File: config.mk
export PLATFORM = sky130hd
export DESIGN_NAME = mmts_ctrl
export DESIGN_NICKNAME = d
export VERILOG_FILES = /design/src/hdl/mmts_pkg.sv /design/src/hdl/mmts_ctrl.sv
export SDC_FILE = /design/constraint.sdc
export NUM_CORES = 1
export LEC_CHECK = 0
export BUFFER_PORTS_ARGS = -buffer_cell sky130_fd_sc_hd__buf_4
export CORE_AREA = 2 2 39 41
export CTS_CLUSTER_SIZE = 30
export DETAILED_ROUTE_END_ITERATION = 7
export DIE_AREA = 0 0 41 43
export HOLD_SLACK_MARGIN = 0.15
export SLEW_MARGIN = 15
export SYNTH_ARGS = -nofsm -noshare
export SYNTH_HDL_FRONTEND = slang
export SYNTH_SLANG_ARGS = --single-unit
File: constraint.sdc
create_clock -name aclk -period 1.7 [get_ports aclk]
set_input_delay 0.34 -clock aclk [delete_from_list [all_inputs] [get_ports aclk]]
set_output_delay 0.34 -clock aclk [all_outputs]
set_load 0.005 [all_outputs]
File: src/hdl/mmts_pkg.sv
// Shared constants, codes and types of the min/max tracking stack.
package mmts_pkg;

    localparam int STACK_DEPTH = 1024;
    localparam int ADDR_W      = (STACK_DEPTH > 1) ? $clog2(STACK_DEPTH) : 1;
    localparam int CNT_W       = $clog2(STACK_DEPTH + 1);
    localparam int DATA_W      = 32;
    localparam int FUNC_W      = 3;
    localparam int STATUS_W    = 2;

    localparam logic [FUNC_W-1:0] FN_PUSH = 3'd0;
    localparam logic [FUNC_W-1:0] FN_POP  = 3'd1;
    localparam logic [FUNC_W-1:0] FN_TOP  = 3'd2;
    localparam logic [FUNC_W-1:0] FN_MAX  = 3'd3;
    localparam logic [FUNC_W-1:0] FN_MIN  = 3'd4;

    localparam logic [STATUS_W-1:0] STS_OK        = 2'd0;
    localparam logic [STATUS_W-1:0] STS_OVERFLOW  = 2'd1;
    localparam logic [STATUS_W-1:0] STS_UNDERFLOW = 2'd2;
    localparam logic [STATUS_W-1:0] STS_EMPTY     = 2'd3;

    typedef enum logic [3:0] {
        ST_IDLE   = 4'b0001,
        ST_RD_POS = 4'b0010,
        ST_RD_VAL = 4'b0100,
        ST_EXEC   = 4'b1000
    } state_t;

    typedef struct packed {
        logic capture;
        logic rd_pos;
        logic rd_val;
        logic commit;
    } cmd_t;

endpackage

File: src/hdl/mmts_ctrl.sv
// Sequencer of the min/max tracking stack: handshakes and datapath commands.
module mmts_ctrl (
    input  logic          aclk,
    input  logic          aresetn,
    input  logic          s_tvalid,
    output logic          s_tready,
    output logic          m_tvalid,
    input  logic          m_tready,
    output mmts_pkg::cmd_t cmd
);

    mmts_pkg::state_t state_reg, state_next;
    logic             m_tvalid_reg, m_tvalid_next;
    logic             out_block;

    assign s_tready  = (state_reg == mmts_pkg::ST_IDLE);
    assign out_block = m_tvalid_reg && !m_tready;

    assign cmd.capture = s_tready && s_tvalid;
    assign cmd.rd_pos  = (state_reg == mmts_pkg::ST_RD_POS);
    assign cmd.rd_val  = (state_reg == mmts_pkg::ST_RD_VAL);
    assign cmd.commit  = (state_reg == mmts_pkg::ST_EXEC) && !out_block;

    assign m_tvalid = m_tvalid_reg;

    always_comb begin
        state_next = state_reg;
        unique case (state_reg)
            mmts_pkg::ST_IDLE: begin
                if (s_tvalid) begin
                    state_next = mmts_pkg::ST_RD_POS;
                end
            end
            mmts_pkg::ST_RD_POS: state_next = mmts_pkg::ST_RD_VAL;
            mmts_pkg::ST_RD_VAL: state_next = mmts_pkg::ST_EXEC;
            mmts_pkg::ST_EXEC: begin
                if (!out_block) begin
                    state_next = mmts_pkg::ST_IDLE;
                end
            end
            default: state_next = mmts_pkg::ST_IDLE;
        endcase
    end

    always_comb begin
        m_tvalid_next = m_tvalid_reg;
        if (cmd.commit) begin
            m_tvalid_next = 1'b1;
        end else if (m_tready) begin
            m_tvalid_next = 1'b0;
        end
    end

    always_ff @(posedge aclk) begin
        if (!aresetn) begin
            state_reg    <= mmts_pkg::ST_IDLE;
            m_tvalid_reg <= 1'b0;
        end else begin
            state_reg    <= state_next;
            m_tvalid_reg <= m_tvalid_next;
        end
    end

endmodule

Word level (Yosys, flattened, before mapping)
Cells that the tools add are included.
{"block": "word_totals", "ff_bits": 5, "input_bits": 4, "out_inout_bits": 6, "elab_cells": 20}
{"block": "classes", "eq_ne": 6, "mux": 5, "reduce_logical": 7}
{"operator": "case mux 4 bit (4 select lines)", "n": 1}
{"operator": "two-way mux 4 bit", "n": 2}
{"operator": "equality test 4 x 1 -> 1 bit, second input constant", "n": 1}
{"operator": "equality test 4 x 2 -> 1 bit, second input constant", "n": 1}
{"operator": "equality test 4 x 3 -> 1 bit, second input constant", "n": 1}
{"operator": "equality test 4 bit, second input constant", "n": 1}
{"operator": "inequality test 2 bit, second input constant", "n": 2}
{"operator": "logical AND 1 bit", "n": 3}
{"operator": "zero test 1 bit", "n": 2}
{"operator": "two-way mux 1 bit", "n": 2}
{"operator": "AND reduction 2 bit", "n": 1}
{"operator": "nonzero test 2 bit", "n": 1}

Longest topological paths before layout
Gate-level depths: netlist (run 1).
{"block": "depth", "ltp_word": 5, "mapped_depth": 4, "mapped_depth_nobuf": 3}

Worst setup path after synthesis (run 1)
OpenSTA, ideal clock, no wires.
{"block": "synth_timing", "kind": "reg2out", "startpoint": "register state_reg[3]", "endpoint": "output cmd[0] in the netlist's numbering", "t_arrival_ns": 0.995, "required_time_ns": 1.360, "path_slack_ns": 0.365, "stages_incl_launch_ff": 5, "path_buffers": 2, "cell_sequence": "dfxtp_1 -> buf_2 -> nor4b_1 -> nor2b_1 -> buf_4"}
{"item": "from (decl)", "line": "mmts_ctrl.sv:12", "text": "mmts_pkg::state_t state_reg, state_next;"}
{"item": "from (signal assigned)", "line": "mmts_ctrl.sv:56", "text": "state_reg <= mmts_pkg::ST_IDLE;"}
{"item": "from (signal assigned)", "line": "mmts_ctrl.sv:59", "text": "state_reg <= state_next;"}
{"item": "to (decl)", "line": "mmts_ctrl.sv:9", "text": "output mmts_pkg::cmd_t cmd"}

==> results of run 1 <==
## placed cells by master (no fill, tap or decap), drive strengths merged
cell type	count
a21bo	1
and2	2
and3	1
and4bb	1
buf	9
clkbuf	4
dfxtp	5
inv	2
mux2i	1
nor2b	3
nor3b	1
nor4	2
nor4b	3
o21a	1
o21ai	1
o21bai	1
o311a	1
## how the worst max path moves through the flow
stage / start / endpoint / slack, ps / cells past startpoint
3_5_place_dp: state_reg[3] / cmd[0] / 230 / 3
2_1_floorplan: state_reg[3] / cmd[0] / 360 / 4
5_1_grt: state_reg[2] / cmd[3] / 10 / 3
3_3_place_gp: state_reg[3] / cmd[0] / 250 / 3
6_report: state_reg[2] / cmd[3] / 100 / 3
4_1_cts: state_reg[1] / cmd[2] / -1 / 3
## power groups by stage
stage                     clock network (µW)  logic (µW)  registers [µW]
final                                    133        53.0             137
after CTS                                141        52.2             135
after detailed placement                   0        48.1             135
after global placement                     0        48.3             135
after floorplan                            0        27.1             132
after global routing                     144        58.7             139
## cell type report
class,count,area share [%]
clock buffers,4,6.383
inverters,2,1.824
multi-input cells,19,45.29
flip-flops and latches,5,25.23
well taps,16,4.863
repair buffers,9,16.41
## layer usage
layer  share of wire [%]  track usage [%]  vias up
met5                   0                0        -
met4                 3.2            8.000        0
met3                 5.7            1.571        2
met2                  43            9.063        9
met1                  48            9.032      107
li1                    -                -      125
## stage by stage
step / power [µW] / hold slack [ps]
after floorplan: 159.5 / 457.8
after global placement: 183.2 / 532.9
after detailed placement: 182.8 / 535.4
after CTS: 327.4 / 323.9
after global routing: 341.3 / 340.4
final: 323.0 / 327.9
## logic make-up after synthesis
family,after synthesis,share of synthesized area (%)
compound gates,5,13.79
buf+inv,5,9.481
flops,5,34.48
mux,1,3.448
simple gates,13,38.80
## worst max-delay path, cell delays in order, from the launching register on
cell and delay (ps):
dfxtp_1 400, nor4b_4 350, and2_1 170, buf_4 100
## repair_timing
item                                    4_1_cts  5_1_grt
gates cloned                                  0        0
gates resized for setup                       2        4
endpoints found under the setup margin        1        3
==> results.md, run 1 <==
* Status: finished clean
* Critical Path AT at 1260 ps
* Post-DP HPWL at 388.5 µm
* Die height at 43 µm
* Initial drt markers at 1
* CTS tree: yes
* First-pass GRT wire length at 828 µm
* Die area at 1763 µm²
* Layout area overhead at 41.81%
* #FFs+latches synth at 5
* Final WL at 525 µm
* Final Util at 29.75%
* Largest net degree at the start of global routing at 9
* Register Area at 103.9 µm²
* Post-route cell area at 411.6 µm²
* Remaining Overflow, GRT at 0
* Drt drc at 0
* Diode count at 0
* Fin crit share at 94.37%
* CP Class: flip-flop to output pin
* Peak Freq at 623.3 MHz
* Hold_buf cts at 0
* Synth unique cells at 19
* P_leak at 0.0001696 µW
* Share of the synthesized area in the top cell type at 34.48%
* Area of the multi-input gates at 186.4 µm²
* Worst-margin pin slew at 368.2 ps
* Pwr Density at 784.7 nW/µm²
* Async SR Flop Fraction at 0%
* Initial Util at 20.98%
* Most common cell in the netlist: dfxtp_1
* Cell taking the most area after synthesis: dfxtp_1
* Worst hold stages at 2
* Fin cells at 55
* Routed Antenna Nets at 0
* R2r endpoint: state_reg[3]
* Worst rel slew slack at 75.42%
* CTS H-tree lvls at 1
* Total Routing Usage GR at 7.236%
* Max IR drop VDD at 253.0 µV
* Setup Skew at 0.5188 ps
* Postcts setup bufs at 0
* Setup TNS at 0 ps
* Vias in the first global route at 221
* Placed Area at 357.8 µm²
* Most used DFF post-synth: dfxtp_1
* Critical path required time at 1360 ps
* Nature of the critical path endpoint: output pin
* CTS Buffer Depth at 2
* Skew-Pair Late Insertion Delay at 240 ps
* Endpoints failing setup at 0
* Synth top area cells: dfxtp_1 (34%), nor2b_1 (6.5%), nor4b_1 (6.0%)
* Cells on worst reg2reg path at 3
* Synth Instances at 29
* Initial antenna violation count at 0
* Critical Path Start Type: flip-flop
* Placement Setup Slack at 226.2 ps
* Sequential share of the synthesized area at 34.48%
* Placed cells at 51
* Clk pwr share at 41.1%
* Fill cells at 153
* Vias at 243
* CTS Buf Count at 3
* Clock sinks at 5
* Pint at 248.3 µW
* Unrepaired setup endpoints after global routing: no
* R2r setup slk at 510 ps
* Max Slew Vio Count at 0
* Final count of hold timing violations at 0
* Post-synth EDFFs at 0
* Sw Ratio at 23.14%
* Die W at 41 µm
* Switching pwr at 74.76 µW
* Synth Warn # at 0
* Routed vias/inst at 4.418
* Ports at 10
* Most common library cells after synthesis: dfxtp_1 (5), nor2b_1 (3)
* Reg power frac at 42.5%
* # rows at 14
* Net count after synthesis at 33
* Core area at 1384 µm²
* Post-Syn Area at 290.3 µm²
* Number of max-cap violations at 0
* Fin worst setup slack at 95.70 ps
* Layout cells sized above 1 at 48.72%
* Number of flip-flops in the largest register at 4
* Net count, final at 44
* Final min period at 1604 ps
* Hold Crit Start: aresetn
* Min-Delay Endpoint: m_tvalid
* IO Port Bufs at 9
* Worst r2r src: state_reg[2]
* Max Fanout on Critical Path at 8
* CTS root buf: clkbuf_4
* Routability cong. at 0.6440
* DR pass1 iterations at 2
* Logic pwr share at 16.4%
* Clock transition at the registers of the reported paths at 40 ps
* Hold WC Path Type: input port to flip-flop
* Avg Inst Size Synth at 10.01 µm²
* Wire length per cell at 9.545 µm
No activity file was read; power rests on OpenSTA's default activity.
==> run 2: changes to the inputs <==
--- a/config.mk
+++ b/config.mk
@@ -10,7 +10,9 @@
 export CTS_CLUSTER_SIZE = 30
 export DETAILED_ROUTE_END_ITERATION = 7
 export DIE_AREA = 0 0 41 43
+export GPL_TIMING_DRIVEN = 0
 export HOLD_SLACK_MARGIN = 0.15
+export SKIP_CTS_REPAIR_TIMING = 1
 export SLEW_MARGIN = 15
 export SYNTH_ARGS = -nofsm -noshare
 export SYNTH_HDL_FRONTEND = slang
==> constraint.sdc (replaced) <==
create_clock -name aclk -period 1.55 [get_ports aclk]
set_input_delay 0.31 -clock aclk [delete_from_list [all_inputs] [get_ports aclk]]
set_output_delay 0.31 -clock aclk [all_outputs]
set_load 0.005 [all_outputs]
==> run 2 against run 1 <==
Against the previous run: critical path type unchanged; critical endpoint is now cmd[2]; cell area grew 18%; global-route usage grew 0.69 points; highest routed layer is now met3; register-to-register slack lost 130 ps; largest power group unchanged.
==> results.md, run 2 (same netlist as run 1, synthesis figures left out) <==
* Critical path required time at 1240 ps (was 1360 ps)
* DR pass1 iterations at 4 (was 2)
* Endpoints failing setup at 0 (unchanged)
* Die height at 43 µm (unchanged)
* Die W at 41 µm (unchanged)
* Register Area at 112.6 µm² (was 103.9 µm²)
* Largest net degree at the start of global routing at 9 (unchanged)
* Skew-Pair Late Insertion Delay at 230 ps (was 240 ps)
* Final count of hold timing violations at 0 (unchanged)
* Placed Area at 377.9 µm² (was 357.8 µm²)
* P_leak at 0.0002091 µW (was 0.0001696 µW)
* First-pass GRT wire length at 890 µm (was 828 µm)
* Hold_ws at 300.3 ps (was 327.9 ps)
* Unrepaired setup endpoints after global routing: yes (was no)
* Routed Antenna Nets at 0 (unchanged)
* Commonest cells after routing, fill and taps aside: buf_4 (15), nor2b_1 (3), clkbuf_4 (3), dfxtp_4 (3) (was buf_4 (9), nor2b_1 (3), clkbuf_4 (3), dfxtp_2 (3))
* Setup crit start: state_reg[3] (was state_reg[2])
* Critical Path AT at 1220 ps (was 1260 ps)
* Total Routing Usage GR at 7.924% (was 7.236%)
* Ports at 10 (unchanged)
* Max IR drop VDD at 306.1 µV (was 253.0 µV)
* Area of the multi-input gates at 195.2 µm² (was 186.4 µm²)
* Remaining Overflow, GRT at 0 (unchanged)
* Pwr Density at 745.1 nW/µm² (was 784.7 nW/µm²)
* M1 wire length at 293 µm (was 253 µm)
* Critical Path Max Stage Delay at 310 ps (was 400 ps)
* Routability cong. at 0.6718 (was 0.6440)
* Top sig layer: met3 (was met4)
* Initial antenna violation count at 0 (unchanged)
* Net count, final at 51 (was 44)
* Fin crit share at 98.53%
* Clock sinks at 5 (unchanged)
* Post-DP HPWL at 414.8 µm (was 388.5 µm)
* Number of flip-flops in the largest register at 4 (unchanged)
* Clock transition at the registers of the reported paths at 40 ps (about the same)
* Routed vias/inst at 4.177 (was 4.418)
* Commonest non-fill, non-tap cell in the layout: buf_4 (unchanged)
* CP Class: flip-flop to output pin (unchanged)
* CTS H-tree lvls at 1 (unchanged)
* # rows at 14 (unchanged)
* Layout cells sized above 1 at 58.70% (was 48.72%)
* Drt drc at 0 (unchanged)
* CP Cell Sequence: buf_6 -> buf_4 -> nor4_4 -> buf_4 (was nor4b_4 -> and2_1 -> buf_4)
* Peak Freq at 654.8 MHz
* Hold Crit Start: aresetn (unchanged)
* Post-route cell area at 485.5 µm² (was 411.6 µm²)
* Initial drt markers at 5 (was 1)
* Placement Setup Slack at 80.85 ps (was 226.2 ps)
* Core area at 1384 µm² (unchanged)
* Worst rel slew slack at 81.38% (was 75.42%)
* Most common cell on crit path: buf_4
* Layout area overhead at 67.24% (was 41.81%)
* Worst-margin pin slew at 275.4 ps (was 368.2 ps)
* Hold WC Path Type: input port to flip-flop (unchanged)
* Worst r2r src: state_reg[3] (was state_reg[2])
* Vias in the first global route at 223 (was 221)
* CTS Buf Count at 3 (unchanged)
* IO Port Bufs at 9 (unchanged)
* Diode count at 0 (unchanged)
* CTS root buf: clkbuf_4 (unchanged)
* CTS Buffer Depth at 2 (unchanged)
* Buf/Inv on CP at 3 (was 1)
* Wire length per cell at 10.39 µm (was 9.545 µm)
* Setup Skew at 0.9199 ps (was 0.5188 ps)
* Fill cells at 153 (unchanged)
* Final WL at 644 µm (was 525 µm)
* Initial Util at 20.98% (unchanged)
* Status: finished clean (unchanged)
* Fin worst setup slack at 22.74 ps (was 95.70 ps)
* Nature of the critical path endpoint: output pin (unchanged)
* Met3 wire len at 39 µm (was 30 µm)
* CTS tree: yes (unchanged)
* Max Slew Vio Count at 0 (unchanged)
* Metal2 WL at 311 µm (was 224 µm)
* Die area at 1763 µm² (unchanged)
* Vias at 259 (was 243)
* Max Fanout on Critical Path at 6 (was 8)
* Crit path max-delay family: buffers and inverters (was simple AND/OR/NAND/NOR gates)
* Number of max-cap violations at 0 (unchanged)
* Final min period at 1527 ps
* Critical-path top delay cell: dfxtp_2 (was dfxtp_1)
* Critical Path Start Type: flip-flop (unchanged)
==> run 2: cell count changes in the layout (fill, tap and decap cells not counted), sizes merged <==
cell and change:
buf +7
==> run 2: path summary, 6_finish.rpt <==
kind             endpoint  slack (ps)  cells past startpoint
max                cmd[2]          20                      4
min              m_tvalid         300                      2
max reg2reg  state_reg[0]         380                      5
min reg2reg  state_reg[3]         480                      1
==> run 2: area by class of cell <==
type	instances	share of cell area, %
clock buffer	4	5.412
multi-input combinational	19	40.21
inverter	2	1.546
timing repair buffer	14	21.65
buffer	2	3.866
sequential	5	23.20
tap	16	4.124
==> run 2: through the flow <==
step	total power [µW]	setup TNS, ps	std cells	util [%]
2_1_floorplan	174.9	0	29	-
3_3_place_gp	200.4	0	54	27.31
3_5_place_dp	201.8	0	54	27.31
4_1_cts	352.3	-376.3	58	29.20
5_1_grt	386.0	-78.27	62	35.08
6_report	361.7	0	62	35.08
==> run 2: report_power, final <==
part,switching [µW],total [µW],internal [µW]
clock,47.4,144,96.9
sequential,12.7,147,135
combinational,25.1,70.0,44.9
total,85.2,362,276
==> run 2: layer usage <==
layer | up-vias | GRT usage, %
met2 | 7 | 8.750
li1 | 137 | -
met1 | 115 | 10.58
met3 | 0 | 1.571
met4 | 0 | 10.00
met5 | - | 0
